### config.mk
export PLATFORM = sky130hd
export DESIGN_NAME = temperature_min_max_display
export DESIGN_NICKNAME = d
export VERILOG_FILES = /design/src/sv/tmmd_pkg.sv /design/src/sv/temperature_min_max_display.sv /design/src/sv/tmmd_seg_encode.sv
export SDC_FILE = /design/constraint.sdc
export NUM_CORES = 1
export LEC_CHECK = 0
export BUFFER_PORTS_ARGS = -buffer_cell sky130_fd_sc_hd__buf_2
export CORE_MARGIN = 2
export CORE_UTILIZATION = 50
export CTS_BUF_LIST = sky130_fd_sc_hd__clkbuf_8
export DETAILED_ROUTE_END_ITERATION = 10
export PLACE_DENSITY_LB_ADDON = 0.12
export SLEW_MARGIN = 0
export SYNTH_ARGS = -nofsm -noshare
export SYNTH_HDL_FRONTEND = slang
export SYNTH_SLANG_ARGS = --single-unit
export TNS_END_PERCENT = 20
### constraint.sdc
create_clock -name clk -period 15.9 [get_ports clk]
set_input_delay 0 -clock clk [delete_from_list [all_inputs] [get_ports clk]]
set_output_delay 0 -clock clk [all_outputs]
set_load 0.005 [all_outputs]
### src/sv/tmmd_pkg.sv
// shared types, constants and segment lookup for the min/max thermometer display
package tmmd_pkg;

    localparam int SampleWidth  = 10;
    localparam int TempWidth    = 7;
    localparam int SegWidth     = 7;
    localparam int DigitWidth   = 4;
    localparam int ScaleWidth   = 23;
    localparam int ScaleShift   = 24;
    localparam int ProductWidth = SampleWidth + ScaleWidth;
    localparam int RawTempWidth = ProductWidth - ScaleShift;

    // ceil(0.4887 * 2^24), exact floor for every 10-bit sample
    localparam logic [ScaleWidth-1:0] SCALE_RECIP = 23'd8199026;
    localparam logic [TempWidth-1:0]  TEMP_CAP    = 7'd99;
    localparam logic [TempWidth-1:0]  TEMP_FLOOR  = 7'd0;
    localparam int                    NumDigits   = 10;

    typedef enum logic [1:0] {
        VIEW_LIVE = 2'd0,
        VIEW_MAX  = 2'd1,
        VIEW_MIN  = 2'd2
    } view_t;

    typedef logic [SegWidth-1:0] seg_t;

    typedef struct packed {
        logic [SampleWidth-1:0] adc_sample;
        logic                   max_button_down;
        logic                   min_button_down;
    } tmmd_sample_t;

    typedef struct packed {
        logic [TempWidth-1:0] shown_value;
        logic [1:0]           view;
        seg_t                 tens_segments;
        seg_t                 units_segments;
    } tmmd_display_t;

    // bit0 is segment a
    function automatic seg_t seg_lookup(input logic [DigitWidth-1:0] digit);
        seg_t pattern;
        unique case (digit)
            4'd0:    pattern = 7'd63;
            4'd1:    pattern = 7'd6;
            4'd2:    pattern = 7'd91;
            4'd3:    pattern = 7'd79;
            4'd4:    pattern = 7'd102;
            4'd5:    pattern = 7'd109;
            4'd6:    pattern = 7'd125;
            4'd7:    pattern = 7'd7;
            4'd8:    pattern = 7'd127;
            4'd9:    pattern = 7'd111;
            default: pattern = '0;
        endcase
        return pattern;
    endfunction

endpackage

### src/sv/temperature_min_max_display.sv
// top level: sample scaling, min/max tracking, view buttons and segment output
//
//   channel   | handshake                    | payload
//   ----------+------------------------------+-----------------------
//   sample    | sample_valid / sample_ready  | tmmd_sample_t  sample
//   display   | display_valid / display_ready| tmmd_display_t display
//
// one request per cycle sustained while the display takes each result
// the path is input register, one 10x23 constant multiply, compares, output register
// reset clears the view to live, maximum to 0 and minimum to 99
// a stalled display holds its result; the input register still takes one request
module temperature_min_max_display
    import tmmd_pkg::*;
(
    input  logic          clk,
    input  logic          rst_n,
    input  logic          sample_valid,
    output logic          sample_ready,
    input  tmmd_sample_t  sample,
    output logic          display_valid,
    input  logic          display_ready,
    output tmmd_display_t display
);

    logic                    stage_valid_reg;
    tmmd_sample_t            stage_reg;
    logic                    out_valid_reg;
    tmmd_display_t           out_reg;

    view_t                   view_reg;
    view_t                   view_next;
    logic [TempWidth-1:0]    highest_reg;
    logic [TempWidth-1:0]    highest_next;
    logic [TempWidth-1:0]    lowest_reg;
    logic [TempWidth-1:0]    lowest_next;
    logic                    max_press_reg;
    logic                    max_press_next;
    logic                    min_press_reg;
    logic                    min_press_next;

    logic                    advance;
    logic                    step;
    logic [ProductWidth-1:0] product;
    logic [RawTempWidth-1:0] raw_temp;
    logic [TempWidth-1:0]    live_temp;
    logic [TempWidth-1:0]    shown;
    view_t                   view_shown;
    logic                    max_release;
    logic                    min_release;
    seg_t                    tens_seg;
    seg_t                    units_seg;

    assign advance      = !out_valid_reg || display_ready;
    assign step         = stage_valid_reg && advance;
    assign sample_ready = !stage_valid_reg || advance;

    assign display_valid = out_valid_reg;
    assign display       = out_reg;

    // degrees = floor(sample * 0.4887)
    assign product   = ProductWidth'(stage_reg.adc_sample) * ProductWidth'(SCALE_RECIP);
    assign raw_temp  = product[ProductWidth-1:ScaleShift];
    assign live_temp = (raw_temp > RawTempWidth'(TEMP_CAP)) ? TEMP_CAP
                                                           : raw_temp[TempWidth-1:0];

    assign max_release = !stage_reg.max_button_down && max_press_reg;
    assign min_release = !stage_reg.min_button_down && min_press_reg;

    always_comb
    begin
        view_next      = view_reg;
        highest_next   = highest_reg;
        lowest_next    = lowest_reg;
        max_press_next = max_press_reg;
        min_press_next = min_press_reg;
        shown          = live_temp;
        view_shown     = VIEW_LIVE;
        unique case (view_reg)
            VIEW_MAX:
            begin
                shown          = highest_reg;
                view_shown     = VIEW_MAX;
                max_press_next = stage_reg.max_button_down;
                if (max_release)
                begin
                    view_next = VIEW_LIVE;
                end
            end
            VIEW_MIN:
            begin
                shown          = lowest_reg;
                view_shown     = VIEW_MIN;
                min_press_next = stage_reg.min_button_down;
                if (min_release)
                begin
                    view_next = VIEW_LIVE;
                end
            end
            default:
            begin
                if (live_temp > highest_reg)
                begin
                    highest_next = live_temp;
                end
                if (live_temp < lowest_reg)
                begin
                    lowest_next = live_temp;
                end
                max_press_next = stage_reg.max_button_down;
                if (max_release)
                begin
                    view_next = VIEW_MAX;
                end
                else
                begin
                    min_press_next = stage_reg.min_button_down;
                    view_next      = min_release ? VIEW_MIN : VIEW_LIVE;
                end
            end
        endcase
    end

    tmmd_seg_encode u_seg_encode (
        .value          (shown),
        .tens_segments  (tens_seg),
        .units_segments (units_seg)
    );

    always_ff @(posedge clk or negedge rst_n)
    begin
        if (!rst_n)
        begin
            stage_valid_reg <= 1'b0;
            out_valid_reg   <= 1'b0;
            view_reg        <= VIEW_LIVE;
            highest_reg     <= TEMP_FLOOR;
            lowest_reg      <= TEMP_CAP;
            max_press_reg   <= 1'b0;
            min_press_reg   <= 1'b0;
        end
        else
        begin
            if (sample_ready)
            begin
                stage_valid_reg <= sample_valid;
            end
            if (advance)
            begin
                out_valid_reg <= stage_valid_reg;
            end
            if (step)
            begin
                view_reg      <= view_next;
                highest_reg   <= highest_next;
                lowest_reg    <= lowest_next;
                max_press_reg <= max_press_next;
                min_press_reg <= min_press_next;
            end
        end
    end

    always_ff @(posedge clk)
    begin
        if (sample_valid && sample_ready)
        begin
            stage_reg <= sample;
        end
        if (step)
        begin
            out_reg.shown_value    <= shown;
            out_reg.view           <= view_shown;
            out_reg.tens_segments  <= tens_seg;
            out_reg.units_segments <= units_seg;
        end
    end

endmodule

### src/sv/tmmd_seg_encode.sv
// splits a two-digit value into tens and units and encodes both for seven segments
module tmmd_seg_encode
    import tmmd_pkg::*;
(
    input  logic [TempWidth-1:0] value,
    output seg_t                 tens_segments,
    output seg_t                 units_segments
);

    logic [DigitWidth-1:0] tens;
    logic [TempWidth-1:0]  tens_x10;
    logic [TempWidth-1:0]  units_wide;

    // tens digit by threshold compares
    always_comb
    begin
        tens = '0;
        for (int i = 1; i < NumDigits; i++)
        begin
            if (value >= TempWidth'(10 * i))
            begin
                tens = DigitWidth'(i);
            end
        end
    end

    assign tens_x10   = (TempWidth'(tens) << 3) + (TempWidth'(tens) << 1);
    assign units_wide = value - tens_x10;

    assign tens_segments  = seg_lookup(tens);
    assign units_segments = seg_lookup(units_wide[DigitWidth-1:0]);

endmodule

# --- Word-level counts from Yosys, hierarchy flattened ---
# Memory sizes are Yosys's and may differ from the RTL's. A register that Yosys moved wholly into a read port is not among the register bits.
# Cells that the tools add are included.
classes:
  mux: 19
  eq_ne: 5
  bitwise: 3
  order_cmp: 12
  addsub: 2
  mul: 1
  reduce_logical: 16
ops:
  columns: ["cell", "count"]
  rows:
  - ["multiplier 10 x 22 -> 32 bit, second input constant", 1]
  - ["two-way mux 4 bit", 8]
  - ["greater-or-equal comparator 7 x 6 -> 1 bit, second input constant", 3]
  - ["greater-or-equal comparator 7 bit, second input constant", 3]
  - ["greater-or-equal comparator 7 x 5 -> 1 bit, second input constant", 2]
  - ["one-hot mux 7 bit (2 select lines)", 1]
  - ["AND reduction 3 bit", 4]
  - ["greater-than comparator 9 x 7 -> 1 bit, second input constant", 1]
  - ["two-way mux 2 bit", 4]
  - ["one-hot mux 2 bit (2 select lines)", 2]
  - ["greater-or-equal comparator 7 x 4 -> 1 bit, second input constant", 1]
  - ["greater-than comparator 7 bit", 1]
  - ["less-than comparator 7 bit", 1]
  - ["two-way mux 7 bit", 1]
  - ["adder 4 bit", 1]
  - ["logical AND 1 bit", 4]
  - ["zero test 1 bit", 4]
  - ["inequality test 2 bit, second input constant", 2]
  - ["subtractor 4 bit", 1]
  - ["inverter 1 bit", 3]
  - ["equality test 2 x 1 -> 1 bit, second input constant", 1]
  - ["equality test 2 bit, second input constant", 1]
  - ["logical OR 1 bit", 2]
  - ["two-way mux 1 bit", 2]
  - ["other kinds (4)", 4]
totals:
  output_inout_bits: 25
  input_bits: 16
  word_cells: 72
  romBits: 224
  register_bits: 41
  n_memories: 2
mem_list:
  columns: ["name", "words", "width", "rd", "rd_ports_with_merged_regs", "write_ports", "line", "source"]
  rows:
  - ["(name not given)", 16, 7, 1, 1, 0, "tmmd_pkg.sv:43", "unique case (digit)"]
  - ["(name not given)", 16, 7, 1, 1, 0, "tmmd_pkg.sv:43", null]

# --- Depth between registers and ports, before layout ---
logic_depth:
  depth_word: 16
  mapped_depth: 34
  mapped_depth_nobuf: 31

# --- Modules after synthesis ---
# Synthesis repeated with hierarchy kept, for this count alone.
hier_totals:
  hier_cells: 735
  area_unflattened_um2: 7196.9
by_module_without_submodules:
  columns: ["mod", "seq_area_each_um2", "area_per_inst_um2", "n_inst", "cells_per_inst"]
  rows:
  - ["temperature_min_max_display", 1556.5, 6236.0, 1, 599]
  - ["tmmd_seg_encode", 0.0, 960.9, 1, 136]

# --- Worst setup path before layout ---
# No wires, ideal clock.
synth_path:
  kind: "register to register"
  start: "register stage_reg[6] (netlist bit)"
  end: "register display[2] (netlist name)"
  path_buffers: 0
  t_arrival_ps: 7490
  required_ps: 15640
  setup_time_ps: 260
  path_stages_with_launch: 29
  path_slack_ps: 8150
  synth_period_minus_slack_ps: 7750
  cell_sequence: "edfxtp_1 > inv_1 > fa_1 > fa_1 > inv_1 > fa_1 > fa_1 > inv_1 > fa_1 > inv_1 > ha_1 > a21oi_1 > o21ai_0 > o211a_1 > o311ai_0 > and3_1 > nand2_4 > a41oi_2 > inv_2 > a21oi_1 > o22ai_1 > o21ai_0 > inv_1 > ha_1 > a211oi_1 > o211ai_1 > and3_1 > a211oi_4 > mux2_4"
synth_between:
  elab_chain_cells: 16
  word_cells_on_any_way: 24
  classes_between: "add/sub: 2; mul: 1; order compare: 10; mux: 11"
synth_lines:
  columns: ["item", "line", "source"]
  rows:
  - ["start: declaration", "temperature_min_max_display.sv:26", "tmmd_sample_t stage_reg;"]
  - ["start signal: assignment", "temperature_min_max_display.sv:166", "stage_reg <= sample;"]
  - ["multiplier 10 x 22 -> 32 bit (*)", "temperature_min_max_display.sv:61", "assign product = ProductWidth'(stage_reg.adc_sample) * ProductWidth'(SCALE_RECIP);"]
  - ["greater-than comparator 9 x 7 -> 1 bit", "temperature_min_max_display.sv:63", "assign live_temp = (raw_temp > RawTempWidth'(TEMP_CAP)) ? TEMP_CAP"]
  - ["two-way mux 7 bit (*)", "temperature_min_max_display.sv:63", null]
  - ["one-hot mux 7 bit (2 select lines) (*)", "temperature_min_max_display.sv:78", "unique case (view_reg)"]
  - ["net shown[3]", "temperature_min_max_display.sv:46", "logic [TempWidth-1:0] shown;"]
  - ["greater-or-equal comparator 7 x 4 -> 1 bit", "tmmd_seg_encode.sv:20", "if (value >= TempWidth'(10 * i))"]
  - ["two-way mux 1 bit", "tmmd_seg_encode.sv:20", null]
  - ["two-way mux 4 bit (8 in a row)", "tmmd_seg_encode.sv:20", null]
  - ["adder 4 bit", "tmmd_seg_encode.sv:27", "assign tens_x10 = (TempWidth'(tens) << 3) + (TempWidth'(tens) << 1);"]
  - ["subtractor 4 bit (*)", "tmmd_seg_encode.sv:28", "assign units_wide = value - tens_x10;"]
# Mark *: on every way through the listed nets, which the timed path passes. The rest lies on a longest branch.
# A chain may end at the register's enable or synchronous reset.

# --- Final worst setup path ---
layout_path:
  start: "register stage_reg[6] (netlist bit)"
  end: "register display[2] (netlist name)"
layout_between:
  elab_chain_cells: 16
  word_cells_on_any_way: 24
  classes_between: "add/sub: 2; mul: 1; order compare: 10; mux: 11"
layout_lines:
  columns: ["item", "line"]
  rows:
  - ["multiplier 10 x 22 -> 32 bit (*)", "temperature_min_max_display.sv:61"]
  - ["greater-than comparator 9 x 7 -> 1 bit", "temperature_min_max_display.sv:63"]
  - ["two-way mux 7 bit (*)", "temperature_min_max_display.sv:63"]
  - ["one-hot mux 7 bit (2 select lines) (*)", "temperature_min_max_display.sv:78"]
  - ["greater-or-equal comparator 7 x 4 -> 1 bit", "tmmd_seg_encode.sv:20"]
  - ["two-way mux 1 bit", "tmmd_seg_encode.sv:20"]
  - ["two-way mux 4 bit (8 in a row)", "tmmd_seg_encode.sv:20"]
  - ["adder 4 bit", "tmmd_seg_encode.sv:27"]
  - ["subtractor 4 bit (*)", "tmmd_seg_encode.sv:28"]
# Every way passes the cells marked *; elsewhere a longest branch is shown, timed or not.

==> implementation parameters <==
Parameter                              Value

Status
  Run status ... completed

Synth
  Number of warnings printed during yosys synthesis ... 0
  Post-synth EDFFs ... 35
  Primary flip-flop cell chosen by synthesis mapping ... sky130_fd_sc_hd__edfxtp_1
  Synthesized area ... 7150 um^2
  Fraction of the yosys area taken by sequential cells ... 21.8%
  Mean instance size in the synthesized netlist ... 9.93 um^2
  Synthesized Nets ... 921
  Synthesized netlist cell count ... 720
  Number of library cell types mapped by synthesis ... 69
  Post-synth ARST share ... 36.4%
  Flip-flop and latch count after synthesis ... 55

Setup path
  Worst-case reg-to-reg path depth ... 27
  Kind of start point of the critical path ... flop
  Worst setup slack for register-to-register paths ... 7.07 ns
  Number of cells on the critical path ... 27
  Critical path fanouts, max ... 17
  Family of cells with the greatest summed delay on the critical path ... compound AO/OA/AOI/OAI gates
  Arrival time at the worst endpoint ... 8.91 ns
  Category of the most critical setup path ... flop to flop
  Library cell contributing the largest single delay on the critical path ... sky130_fd_sc_hd__o311a_1
  Crit end category ... flop
  Worst stage delay on the critical path ... 0.62 ns
  CP Data Required Time ... 15.99 ns
  Number of buffer and inverter stages on the critical path ... 5

Floorplan
  Total die area ... 15,300 um^2
  Initial core utilization ... 51.3%
  Chip width ... 124 um
  Number of cell rows ... 43
  Top-Level Pins ... 41
  Core Footprint ... 13,900 um^2
  Vertical die dimension ... 124 um

Job
  Max Cap Viol ... 0

Routing
  Routed wirelength normalized by instance count ... 17.9 um
  Post-route DRC violation count ... 0
  First-iteration detailed-routing DRC count ... 223
  Vias post-DR ... 5,350
  Final Routed Wirelength ... 17.1 mm
  Antenna Violating Nets Remaining ... 0
  Vias per cell ... 5.61
  Number of detailed-routing iterations run before antenna repair ... 5

Placement
  PortBufs ... 40
  GPL Wtd Cong ... 0.928
  Post-detailed-placement half-perimeter wirelength ... 14.5 mm

Layout
  Number of fill cells ... 1,252
  Multi-input gate area ... 4980 um^2
  Combined flip-flop and latch cell area ... 1560 um^2
  Final #Nets ... 974
  Syn-to-layout area delta ... 8.91%
  Total inserted antenna cells ... 0
  Ratio of cells with drive above 1 in the final layout ... 11.5%
  Flip-flop count of the largest register, all copies and words added ... 23

Timing
  Final count of pins violating max slew ... 0
  Achievable Freq ... 113 MHz
  Final Setup Violations ... 0
  Headroom to the max-slew limit ... 41.0%
  Period utilisation layout ... 55.5%
  Minimum clock period ... 8.83 ns
  Final Skew ... 0.00897 ns
  Final Hold Fails ... 0
  Summed negative setup slack over all endpoints ... 0 ns
  Unrepaired setup endpoints after global routing ... false
  Tightest Pin Transition ... 0.884 ns

Global routing
  Overall routing resource usage ... 23.6%
  Via count of the first global-routing pass ... 5,350
  Maximum number of pins on one net before global-route repair ... 24
  Grt total ovfl ... 0
  Antenna violations before repair ... 0
  First-pass GRT wire length ... 27.6 mm

Clock tree
  Number of cells upsized or downsized after cts ... 0
  Number of buffers inserted during clock tree synthesis ... 5
  Worst-skew pair later-pin latency ... 0.32 ns
  Post CTS Setup Buffer Count ... 0
  Clock tree from TritonCTS ... yes
  Sink count of the clock tree ... 55
  Htree depth ... 2
  Hold-fix buffer count after cts ... 16
  Max Buffers Root-to-Sink ... 2
  Clk slew on worst S/H paths ... 0.11 ns
  Root buffer cell ... sky130_fd_sc_hd__clkbuf_8

Hold path
  Classification of the worst-slack hold path ... primary input to asynchronous set/reset pin
[through the flow]
stage | setup WS, ns | area (um^2) | util, % | cells | hold WS, ns
finish | 7.07 | 7790 | 55.9 | 954 | 0.153
global route | 6.47 | 7790 | 55.9 | 954 | 0.185
CTS | 7.12 | 7790 | 55.9 | 954 | 0.159
detailed placement | 7.10 | 7530 | 54.1 | 930 | -0.0214
global placement | 7.44 | 7530 | 54.1 | 930 | -0.0287
floorplan | 8.15 | 7150 | - | 720 | -0.296
[path summary, 6_finish.rpt]
kind / start / endpoint
min in group clk: sample[8] / stage_reg[8]
setup reg to reg: stage_reg[6] / display[2]
max in group asynchronous: rst_n / lowest_reg[5]
setup / recovery: stage_reg[6] / display[2]
hold / removal: rst_n / max_press_reg
hold reg to reg: stage_reg[0] / min_press_reg
[cells in the final DEF, fill, tap and decap left out, types with 9 or more instances in the layout]
cell                            netlist  routed
sky130_fd_sc_hd__o21ai_0             24      24
sky130_fd_sc_hd__nor2_1              18      18
sky130_fd_sc_hd__nand2_1             54      54
sky130_fd_sc_hd__nand3_1             13      13
sky130_fd_sc_hd__o211ai_1            12      12
sky130_fd_sc_hd__edfxtp_1            35      35
sky130_fd_sc_hd__dlygate4sd3_1        0      16
sky130_fd_sc_hd__fa_1                71      71
sky130_fd_sc_hd__dfrtp_1             16      16
sky130_fd_sc_hd__mux2_2              15      15
sky130_fd_sc_hd__ha_1               114     114
sky130_fd_sc_hd__a21oi_1             44      44
sky130_fd_sc_hd__buf_2                0      40
sky130_fd_sc_hd__inv_1              147     147
sky130_fd_sc_hd__mux2i_1              9       9
[cell type report]
class                           count  share of cell area [%]
Multi-Input combinational cell    505                    64.0
Sequential cell                    55                    20.0
Timing Repair Buffer               56                    4.63
Clock inverter                      3                   0.305
Clock buffer                        5                   0.884
Tap cell                          180                    2.89
Inverter                          150                    7.30
[cell usage after synthesis (4+ instances only)]
cell | count | area (um^2)
sky130_fd_sc_hd__a211oi_1 | 6 | 45.0
sky130_fd_sc_hd__a22oi_1 | 6 | 45.0
sky130_fd_sc_hd__o211ai_1 | 12 | 90.1
sky130_fd_sc_hd__nand4_1 | 7 | 43.8
sky130_fd_sc_hd__dfstp_2 | 4 | 105
sky130_fd_sc_hd__o21ai_0 | 24 | 120
sky130_fd_sc_hd__mux2i_1 | 9 | 90.1
sky130_fd_sc_hd__fa_1 | 71 | 1420
sky130_fd_sc_hd__ha_1 | 114 | 1430
sky130_fd_sc_hd__nand2b_1 | 8 | 50.1
sky130_fd_sc_hd__a221oi_1 | 5 | 43.8
sky130_fd_sc_hd__a21o_1 | 5 | 37.5
sky130_fd_sc_hd__dfrtp_1 | 16 | 400
sky130_fd_sc_hd__clkbuf_1 | 9 | 33.8
sky130_fd_sc_hd__edfxtp_1 | 35 | 1050
sky130_fd_sc_hd__nand3_1 | 13 | 65.1
sky130_fd_sc_hd__a21oi_1 | 44 | 220
sky130_fd_sc_hd__or3_1 | 4 | 25.0
sky130_fd_sc_hd__xor2_1 | 4 | 35.0
sky130_fd_sc_hd__mux2_2 | 15 | 169
sky130_fd_sc_hd__xnor2_1 | 8 | 70.1
sky130_fd_sc_hd__nand2_1 | 54 | 203
sky130_fd_sc_hd__nor3_1 | 7 | 35.0
sky130_fd_sc_hd__nor2_1 | 18 | 67.6
sky130_fd_sc_hd__and3_1 | 8 | 50.1
sky130_fd_sc_hd__inv_1 | 147 | 552
[metal layers]
metal,GRT usage (%),vias up,routed length [um]
li1,-,2575,-
met1,30.9,2630,7390
met2,41.8,128,8740
met3,2.29,17,620
met4,6.25,0,316
met5,0,-,0
[worst reg2reg max path, stage by stage, from the launching register on]
cell	delay, ns
sky130_fd_sc_hd__edfxtp_1	0.56
sky130_fd_sc_hd__inv_1	0.11
sky130_fd_sc_hd__fa_1	0.56
sky130_fd_sc_hd__fa_1	0.57
sky130_fd_sc_hd__inv_1	0.05
sky130_fd_sc_hd__fa_1	0.39
sky130_fd_sc_hd__fa_1	0.52
sky130_fd_sc_hd__inv_1	0.06
sky130_fd_sc_hd__fa_1	0.50
sky130_fd_sc_hd__inv_1	0.04
sky130_fd_sc_hd__ha_1	0.34
sky130_fd_sc_hd__a21oi_1	0.28
sky130_fd_sc_hd__o211ai_1	0.16
sky130_fd_sc_hd__o311ai_2	0.30
sky130_fd_sc_hd__o211ai_2	0.16
sky130_fd_sc_hd__a211oi_1	0.26
sky130_fd_sc_hd__o311a_1	0.62
sky130_fd_sc_hd__a41oi_2	0.45
sky130_fd_sc_hd__nand2_1	0.20
sky130_fd_sc_hd__o22ai_1	0.09
sky130_fd_sc_hd__o21ai_0	0.45
sky130_fd_sc_hd__inv_1	0.20
sky130_fd_sc_hd__ha_1	0.36
sky130_fd_sc_hd__a211oi_1	0.22
sky130_fd_sc_hd__o211ai_1	0.15
sky130_fd_sc_hd__and3_1	0.22
sky130_fd_sc_hd__a211oi_4	0.45
sky130_fd_sc_hd__mux2_4	0.33
[cells by family after synthesis]
| group | Yosys count | synth area share [%] |
|---|---|---|
| simple gates | 139 | 9.91 |
| fa+ha+maj | 186 | 40.0 |
| buf+inv | 160 | 8.52 |
| flops | 55 | 21.8 |
| xor+xnor | 12 | 1.47 |
| compound gates | 143 | 14.5 |
| mux | 25 | 3.83 |
Power is not shown: default switching activity piles up to over one toggle a cycle in this logic, so the estimate is an artifact.
